[config.mk]
export PLATFORM = sky130hd
export DESIGN_NAME = background_tile_fetcher
export DESIGN_NICKNAME = d
export VERILOG_FILES = /design/src/rtl/core/btf_pkg.sv /design/src/rtl/core/background_tile_fetcher.sv
export SDC_FILE = /design/constraint.sdc
export NUM_CORES = 1
export LEC_CHECK = 0
export CORE_UTILIZATION = 50
export CTS_CLUSTER_SIZE = 40
export DETAILED_ROUTE_END_ITERATION = 8
export DONT_BUFFER_PORTS = 1
export GPL_ROUTABILITY_DRIVEN = 1
export GPL_TIMING_DRIVEN = 0
export PLACE_DENSITY = 0.71
export REMOVE_ABC_BUFFERS = 1
export SLEW_MARGIN = 25
export SYNTH_ARGS = -nofsm -noshare
export SYNTH_HDL_FRONTEND = slang
export SYNTH_SLANG_ARGS = --single-unit
[constraint.sdc]
create_clock -name clock -period 3.1 [get_ports clock]
set_clock_uncertainty 0.2 [all_clocks]
set_input_delay 0.465 -clock clock [delete_from_list [all_inputs] [get_ports clock]]
set_output_delay 0.465 -clock clock [all_outputs]
set_load 0.05 [all_outputs]
[src/rtl/core/btf_pkg.sv]
// ----------------------------------------------------------------------------
// btf_pkg
// Shared types and constants of the background tile fetcher.
// ----------------------------------------------------------------------------
package btf_pkg;

   // Tiles fetched on one line before line_done is flagged (1..32).
   localparam int unsigned TILES_PER_LINE = 20;

   localparam int unsigned COL_W       = 5;
   localparam int unsigned CSR_IDX_W   = 3;
   localparam int unsigned CSR_DATA_W  = 8;
   localparam int unsigned REQ_DATA_W  = 32;
   localparam int unsigned RSP_DATA_W  = 40;
   localparam int unsigned RSP_USER_W  = 2;

   localparam logic [15:0] MAP_HI_BASE   = 16'h9C00;
   localparam logic [15:0] MAP_LO_BASE   = 16'h9800;
   localparam logic [15:0] DATA_U_BASE   = 16'h8000;
   localparam logic [15:0] DATA_S_BASE   = 16'h9000;

   // lcd_control bit positions
   localparam int unsigned LCDC_BG_EN    = 0;
   localparam int unsigned LCDC_BG_MAP   = 3;
   localparam int unsigned LCDC_DATA_SEL = 4;
   localparam int unsigned LCDC_WIN_EN   = 5;
   localparam int unsigned LCDC_WIN_MAP  = 6;

   localparam logic [7:0] LCDC_RESET     = 8'h91;
   localparam logic [7:0] BGP_RESET      = 8'hFC;

   typedef enum logic [1:0] {
      STEP_MAP  = 2'd0,
      STEP_LOW  = 2'd1,
      STEP_HIGH = 2'd2,
      STEP_PUSH = 2'd3
   } fetch_step_type;

   typedef enum logic [CSR_IDX_W-1:0] {
      CSR_LCD_CONTROL = 3'd0,
      CSR_SCROLL_X    = 3'd1,
      CSR_SCROLL_Y    = 3'd2,
      CSR_WINDOW_Y    = 3'd3,
      CSR_BG_PALETTE  = 3'd4
   } csr_index_type;

endpackage

[src/rtl/core/background_tile_fetcher.sv]
// ----------------------------------------------------------------------------
// background_tile_fetcher
// Background/window pixel fetcher: one beat in is one fetcher step unless sprite_busy
// holds it; one beat out carries the step's video memory read request or pixel push, if any.
// ----------------------------------------------------------------------------
//  channel  | dir | tdata (low bit up)                          | tuser / tlast
//  req_     | in  | vram_byte[7:0] line_y[15:8] window_line[23:16] | -
//           |     | fifo_empty[24] sprite_busy[25] zero[31:26]   |
//  rsp_     | out | read_addr[15:0] pixel_row[31:16]             | tuser: read_valid[0]
//           |     | pixel_palette[39:32]                         | push_valid[1]; tlast: line_done
//  csr_     | in  | csr_we, csr_index[2:0], csr_wdata[7:0]       | -
//
// One step per cycle while rsp is not stalled and sprite_busy is low: a req beat is decoded in
// the same cycle it is taken and its result lands in the rsp output register on that edge.
// req_tready is high whenever the output register is empty or being drained,
// so a stalled rsp side holds one result and back-pressures req.
// Reset (synchronous, active high) returns to the tile-map step at column
// zero with no outstanding read and the control registers at their defaults.
// ----------------------------------------------------------------------------
module background_tile_fetcher
   import btf_pkg::*;
(
   input  logic                  clock,
   input  logic                  reset,
   // vram_byte, line_y, window_line, fifo_empty, sprite_busy, zero fill
   input  logic [REQ_DATA_W-1:0] req_tdata,
   input  logic                  req_tvalid,
   output logic                  req_tready,
   // read_addr, pixel_row, pixel_palette
   output logic [RSP_DATA_W-1:0] rsp_tdata,
   // read_valid, push_valid
   output logic [RSP_USER_W-1:0] rsp_tuser,
   output logic                  rsp_tlast,
   output logic                  rsp_tvalid,
   input  logic                  rsp_tready,
   input  logic                  csr_we,
   input  logic [CSR_IDX_W-1:0]  csr_index,
   input  logic [CSR_DATA_W-1:0] csr_wdata
);

   // ---- control registers ----
   logic [7:0] lcd_control_ff, scroll_x_ff, scroll_y_ff, window_y_ff, bg_palette_ff;

   always_ff @(posedge clock) begin
      if (reset) begin
         lcd_control_ff <= LCDC_RESET;
         scroll_x_ff    <= '0;
         scroll_y_ff    <= '0;
         window_y_ff    <= '0;
         bg_palette_ff  <= BGP_RESET;
      end else if (csr_we) begin
         unique case (csr_index)
            CSR_LCD_CONTROL: lcd_control_ff <= csr_wdata;
            CSR_SCROLL_X:    scroll_x_ff    <= csr_wdata;
            CSR_SCROLL_Y:    scroll_y_ff    <= csr_wdata;
            CSR_WINDOW_Y:    window_y_ff    <= csr_wdata;
            CSR_BG_PALETTE:  bg_palette_ff  <= csr_wdata;
            default: ;  // unmapped index: drop the write
         endcase
      end
   end

   // ---- request fields ----
   logic [7:0] vram_byte, line_y, window_line;
   logic       fifo_empty, sprite_busy;

   assign vram_byte   = req_tdata[7:0];
   assign line_y      = req_tdata[15:8];
   assign window_line = req_tdata[23:16];
   assign fifo_empty  = req_tdata[24];
   assign sprite_busy = req_tdata[25];

   // ---- handshake ----
   logic rsp_valid_ff;
   logic req_accept, step_go;

   assign req_tready = !rsp_valid_ff || rsp_tready;
   assign req_accept = req_tvalid && req_tready;
   // A sprite hold consumes the beat but freezes the fetcher.
   assign step_go    = req_accept && !sprite_busy;

   // ---- fetcher state ----
   fetch_step_type   step_ff, step_in;
   logic [COL_W-1:0] col_ff, col_in;
   logic [15:0]      daddr_ff, daddr_in;
   logic [7:0]       pat_lo_ff, pat_lo_in, pat_hi_ff, pat_hi_in;
   logic             pending_ff, pending_in;

   // Next step
   always_comb begin
      step_in = step_ff;
      if (step_go) begin
         unique case (step_ff)
            STEP_MAP:  step_in = STEP_LOW;
            STEP_LOW:  step_in = STEP_HIGH;
            STEP_HIGH: step_in = STEP_PUSH;
            STEP_PUSH: if (fifo_empty) step_in = STEP_MAP;
         endcase
      end
   end

   // ---- address arithmetic ----
   logic             enabled, use_win;
   logic [7:0]       bg_line;
   logic [4:0]       map_x;
   logic [9:0]       map_off;
   logic [15:0]      map_addr;
   logic [7:0]       tile_num;
   logic [2:0]       tile_row;
   logic [15:0]      pat_base, pat_addr;
   logic [COL_W:0]   col_next;
   logic             last_tile;
   logic [15:0]      row_bits;

   assign enabled  = lcd_control_ff[LCDC_BG_EN];
   assign use_win  = lcd_control_ff[LCDC_WIN_EN] && (line_y >= window_y_ff);
   assign bg_line  = line_y + scroll_y_ff;
   assign map_x    = scroll_x_ff[7:3] + col_ff;
   assign map_off  = use_win ? {window_line[7:3], col_ff} : {bg_line[7:3], map_x};
   // Map bases have their low ten bits clear, so the offset ORs in.
   assign map_addr = (use_win ? (lcd_control_ff[LCDC_WIN_MAP] ? MAP_HI_BASE : MAP_LO_BASE)
                              : (lcd_control_ff[LCDC_BG_MAP]  ? MAP_HI_BASE : MAP_LO_BASE))
                     | {6'd0, map_off};

   // Tile number arrives with this beat if the map read was issued.
   assign tile_num = pending_ff ? vram_byte : daddr_ff[7:0];
   assign tile_row = use_win ? window_line[2:0] : bg_line[2:0];
   // Signed addressing: tiles 0..127 from 0x9000, 128..255 wrap into 0x8800.
   assign pat_base = (lcd_control_ff[LCDC_DATA_SEL] || tile_num[7]) ? DATA_U_BASE
                                                                    : DATA_S_BASE;
   assign pat_addr = pat_base + {4'd0, tile_num, 4'd0} + {12'd0, tile_row, 1'b0};

   assign col_next  = {1'b0, col_ff} + (COL_W+1)'(1);
   assign last_tile = col_next >= (COL_W+1)'(TILES_PER_LINE);

   // Leftmost pixel (bit 7 of each plane) lands in the top bits.
   always_comb begin
      for (int b = 0; b < 8; b++) begin
         row_bits[2*b +: 2] = {pat_hi_in[b], pat_lo_in[b]};
      end
   end

   // ---- step outputs and datapath updates ----
   logic        rd_valid_in, push_in, done_in;
   logic [15:0] rd_addr_in;

   always_comb begin
      col_in      = col_ff;
      daddr_in    = daddr_ff;
      pat_lo_in   = pat_lo_ff;
      pat_hi_in   = pat_hi_ff;
      pending_in  = pending_ff;
      rd_valid_in = 1'b0;
      rd_addr_in  = '0;
      push_in     = 1'b0;
      done_in     = 1'b0;
      if (step_go) begin
         unique case (step_ff)
            STEP_MAP: begin
               if (enabled) begin
                  rd_valid_in = 1'b1;
                  rd_addr_in  = map_addr;
               end
            end
            STEP_LOW: begin
               if (pending_ff) daddr_in = {8'd0, vram_byte};
               if (enabled) begin
                  daddr_in    = pat_addr;
                  rd_valid_in = 1'b1;
                  rd_addr_in  = pat_addr;
               end
            end
            STEP_HIGH: begin
               if (pending_ff) pat_lo_in = vram_byte;
               if (enabled) begin
                  rd_valid_in = 1'b1;
                  rd_addr_in  = daddr_ff + 16'd1;
               end
            end
            STEP_PUSH: begin
               if (pending_ff) pat_hi_in = vram_byte;
               if (fifo_empty) begin
                  push_in = 1'b1;
                  done_in = last_tile;
                  col_in  = last_tile ? '0 : col_next[COL_W-1:0];
               end
            end
         endcase
         pending_in = rd_valid_in;
      end
   end

   always_ff @(posedge clock) begin
      if (reset) begin
         step_ff    <= STEP_MAP;
         col_ff     <= '0;
         daddr_ff   <= '0;
         pat_lo_ff  <= '0;
         pat_hi_ff  <= '0;
         pending_ff <= 1'b0;
      end else begin
         step_ff    <= step_in;
         col_ff     <= col_in;
         daddr_ff   <= daddr_in;
         pat_lo_ff  <= pat_lo_in;
         pat_hi_ff  <= pat_hi_in;
         pending_ff <= pending_in;
      end
   end

   // ---- result register ----
   logic [15:0] rsp_addr_ff, rsp_row_ff;
   logic [7:0]  rsp_pal_ff;
   logic        rsp_rd_ff, rsp_push_ff, rsp_done_ff;

   always_ff @(posedge clock) begin
      if (reset) begin
         rsp_valid_ff <= 1'b0;
      end else if (req_accept) begin
         rsp_valid_ff <= 1'b1;
      end else if (rsp_tready) begin
         rsp_valid_ff <= 1'b0;
      end
   end

   // Payload: load on every accepted beat; held beats yield an all-zero result.
   always_ff @(posedge clock) begin
      if (req_accept) begin
         rsp_rd_ff   <= rd_valid_in;
         rsp_addr_ff <= rd_addr_in;
         rsp_push_ff <= push_in;
         rsp_row_ff  <= push_in ? row_bits : 16'd0;
         rsp_pal_ff  <= push_in ? bg_palette_ff : 8'd0;
         rsp_done_ff <= done_in;
      end
   end

   assign rsp_tvalid = rsp_valid_ff;
   assign rsp_tdata  = {rsp_pal_ff, rsp_row_ff, rsp_addr_ff};
   assign rsp_tuser  = {rsp_push_ff, rsp_rd_ff};
   assign rsp_tlast  = rsp_done_ff;

endmodule

==> flow_summary.ini <==
[clock_tree]
tritoncts = built
numCtsBuffers = 17
clkTransAtPathRegs_ns = 0.06
root_buffer = clkbuf_16
clock-sinks = 115
h-tree-depth = 4
cts_buffer_depth = 2
clock_latency_ns = 0.41

[critical_path]
end_kind = flop
cp-start-kind = flop
crit_slowest_cell = dfxtp_1
cp_cell_sequence = nand2b_2, nor3b_2, nand3_2, clkinvlp_4, nand4_1, xnor2_1, nor2_1
rr_worst_depth = 7
critical_path.max_stage_delay_ns = 0.48
rrSetupSlack_ns = 0.21
worst-path-max-fanout = 21
cp.required_ns = 3.18
critical_path_class = flop to flop
arrival_ns = 2.97

[routing]
first_pass_iters = 5
viasPerCell = 5.69
via_count = 4416
wire_per_inst_um = 17.5
drt_iter0_markers = 330
wl_mm = 13.6
detail-route-antenna-nets = 0
drc = 0

[place]
routabilityCongestion = 0.857
pre_cts_slack_ns = -0.368
place_inst = 727
hpwlAfterDp_mm = 9.22
port_buffers = 0

[synthesis]
synth.distinct_cells = 53
syn-cell-area_um2 = 5670
synth_top_area_share_pct = 25.8
synth-seq-cells = 115
synth_fa_ha_area_share_pct = 6.45
synthCells = 616
yosys.area_share.simple_pct = 19.4
synth_top_family_by_area = simple AND/OR/NAND/NOR gates
yosysWarnings = 0
avgSynthCellArea_um2 = 9.20
synth_edf_count = 42
yosysSeqAreaShare_pct = 48.0
synthXorXnorAreaFrac_pct = 3.40
ys_top_cells_by_area = dfxtp_1 (26%), edfxtp_1 (22%), mux2i_1 (5.8%), nand2_1 (5.8%), ha_1 (5.7%)
muxShareOfSynthArea_pct = 6.62
async_reset_ff_share_pct = 0
synth_compound_area_share_pct = 11.7
ys.flop_type = dfxtp_1
yosysTopAreaCell = dfxtp_1

[power_and_ir_drop]
power_density_nw_per_um2 = 608
peakVddDrop_v = 0.000410
p_leak_nw = 2.58
power.total_mw = 3.97

[global_route]
grt_pass1_vias = 4508
grt_max_degree = 61
overflow = 0
grtUsageTotal_pct = 24.7
grt_first_pass_wirelength_mm = 22.0
antenna_found_initial = 0

[sta]
hold_viol_final = 0
fin_crit_sh_pct = 93.1
fmax_ghz = 0.346
min_period_ns = 2.89
slew_headroom_pct = 38.6
finalSetupViolations = 0
hold_ws_ns = 0.0175
rsz0062_at_grt = false
slew_violations = 0
worst_slew_pin_slew_ns = 0.920
layout_setup_ws_ns = 0.213

[floorplan]
die_y_um = 108
fp.coreArea_um2 = 10900
rows = 38
die_w_um = 108
boundaryPins = 93
start_util_pct = 51.8
die-area_um2 = 11800

[final_layout]
largest_reg_flops = 16
fillCellCount = 945
final_cell_mix = nand2_1 (88), nor2_1 (75), dfxtp_1 (73), a21oi_1 (51), edfxtp_1 (42)
regArea_um2 = 2720
multi_input_area_um2 = 2710
final_cell_count_no_fill = 776
reg_top3 = rsp_row_ff: 16 flops, rsp_addr_ff: 15 flops, daddr_ff: 14 flops
diodes = 0
top_register = rsp_row_ff
final_common_cell = nand2_1
num-nets-final = 699
layout-drive-gt1-share_pct = 7.55
syn2layout_area_growth_pct = 15.3
post-route-util_pct = 59.7

[min_path]
whs_path_depth = 2
min-delay-path-class = input pin to flop

[flow_run]
max_cap_violations = 0

[status]
status = finished, final reports clean
## per-layer routing
| layer | routed length (um) | up-vias | share of wire, % | global-route usage [%] |
|---|---|---|---|---|
| li1 | - | 2149 | - | - |
| met1 | 5670 | 2073 | 42 | 28.2 |
| met2 | 6680 | 158 | 49 | 41.9 |
| met3 | 843 | 36 | 6.2 | 7.35 |
| met4 | 399 | 0 | 2.9 | 12.3 |
| met5 | 0 | - | 0 | 0 |
## area by class of cell
class | instances | share of cell area (%)
Sequential cell | 115 | 41.7
Multi-Input combinational cell | 441 | 41.5
Clock buffer | 22 | 7.26
Timing Repair Buffer | 18 | 3.06
Tap cell | 140 | 2.68
Clock inverter | 10 | 1.99
Inverter | 30 | 1.78
## where the power goes
| group | internal, mW | switching, mW | total, mW |
|---|---|---|---|
| registers | 1.61 | 0.131 | 1.74 |
| clock network | 1.32 | 0.677 | 1.99 |
| logic | 0.0871 | 0.143 | 0.230 |
## worst max-delay path, delay by kind of cell (launching register included)
| kind | cells | cell delay [ns] |
|---|---|---|
| and+or+nand+nor | 5 | 1.51 |
| DFF | 1 | 0.48 |
| buffers and inverters | 1 | 0.40 |
| xor gates and xnor gates | 1 | 0.17 |
## path summary, 6_finish.rpt
path / start / to
hold reg to reg: lcd_control_ff[3] / lcd_control_ff[3]
hold / removal: csr_wdata[6] / lcd_control_ff[6]
setup / recovery: rsp_tvalid / col_ff[4]
setup reg to reg: rsp_tvalid / col_ff[4]
## Yosys cell counts (all sizes together) (2+ instances only)
| cell | n |
|---|---|
| nand4 | 4 |
| a21oi | 51 |
| mux2i | 33 |
| fa | 2 |
| and2 | 13 |
| a211oi | 3 |
| dfxtp | 73 |
| nor3 | 5 |
| clkbuf | 26 |
| o21a | 3 |
| o211ai | 6 |
| or3 | 3 |
| o22ai | 5 |
| mux2 | 4 |
| nor3b | 2 |
| inv | 29 |
| a21o | 3 |
| nand3 | 36 |
| nand2b | 3 |
| ha | 26 |
| o2111ai | 2 |
| nand2 | 88 |
| and3 | 8 |
| xnor2 | 19 |
| edfxtp | 42 |
| a2111oi | 2 |
| buf | 4 |
| a22oi | 6 |
| o22a | 2 |
| o21ai | 14 |
| nor2 | 75 |
| nor2b | 5 |
| xor2 | 3 |
## metrics by stage
| stage | area (um^2) | TNS, ns |
|---|---|---|
| after CTS | 6480 | 0 |
| after detailed placement | 5740 | -2.64 |
| after floorplan | 5540 | 0 |
| after global placement | 5720 | -3.17 |
| final | 6530 | 0 |
| after global routing | 6530 | 0 |
## cells by family (layout without fill, tap and decap cells)
group / Yosys count / in the layout
buffers and inverters: 60 / 80
multiplexers: 37 / 37
XOR/XNOR: 22 / 22
flip-flops: 115 / 115
AND/OR/NAND/NOR: 247 / 247
AO/OA/AOI/OAI: 106 / 106
other: 1 / 1
adder cells (fa/ha/maj): 28 / 28
## timing repair
action / 4_1_cts / 5_1_grt
buffers inserted: 0 / 6
pin swaps: 0 / 1
hold buffers: 11 / 0
setup endpoints to repair: 14 / 3
gates resized for setup: 2 / 1
endpoints found under the hold margin: 66 / 0
No activity file was read; power rests on OpenSTA's default activity.
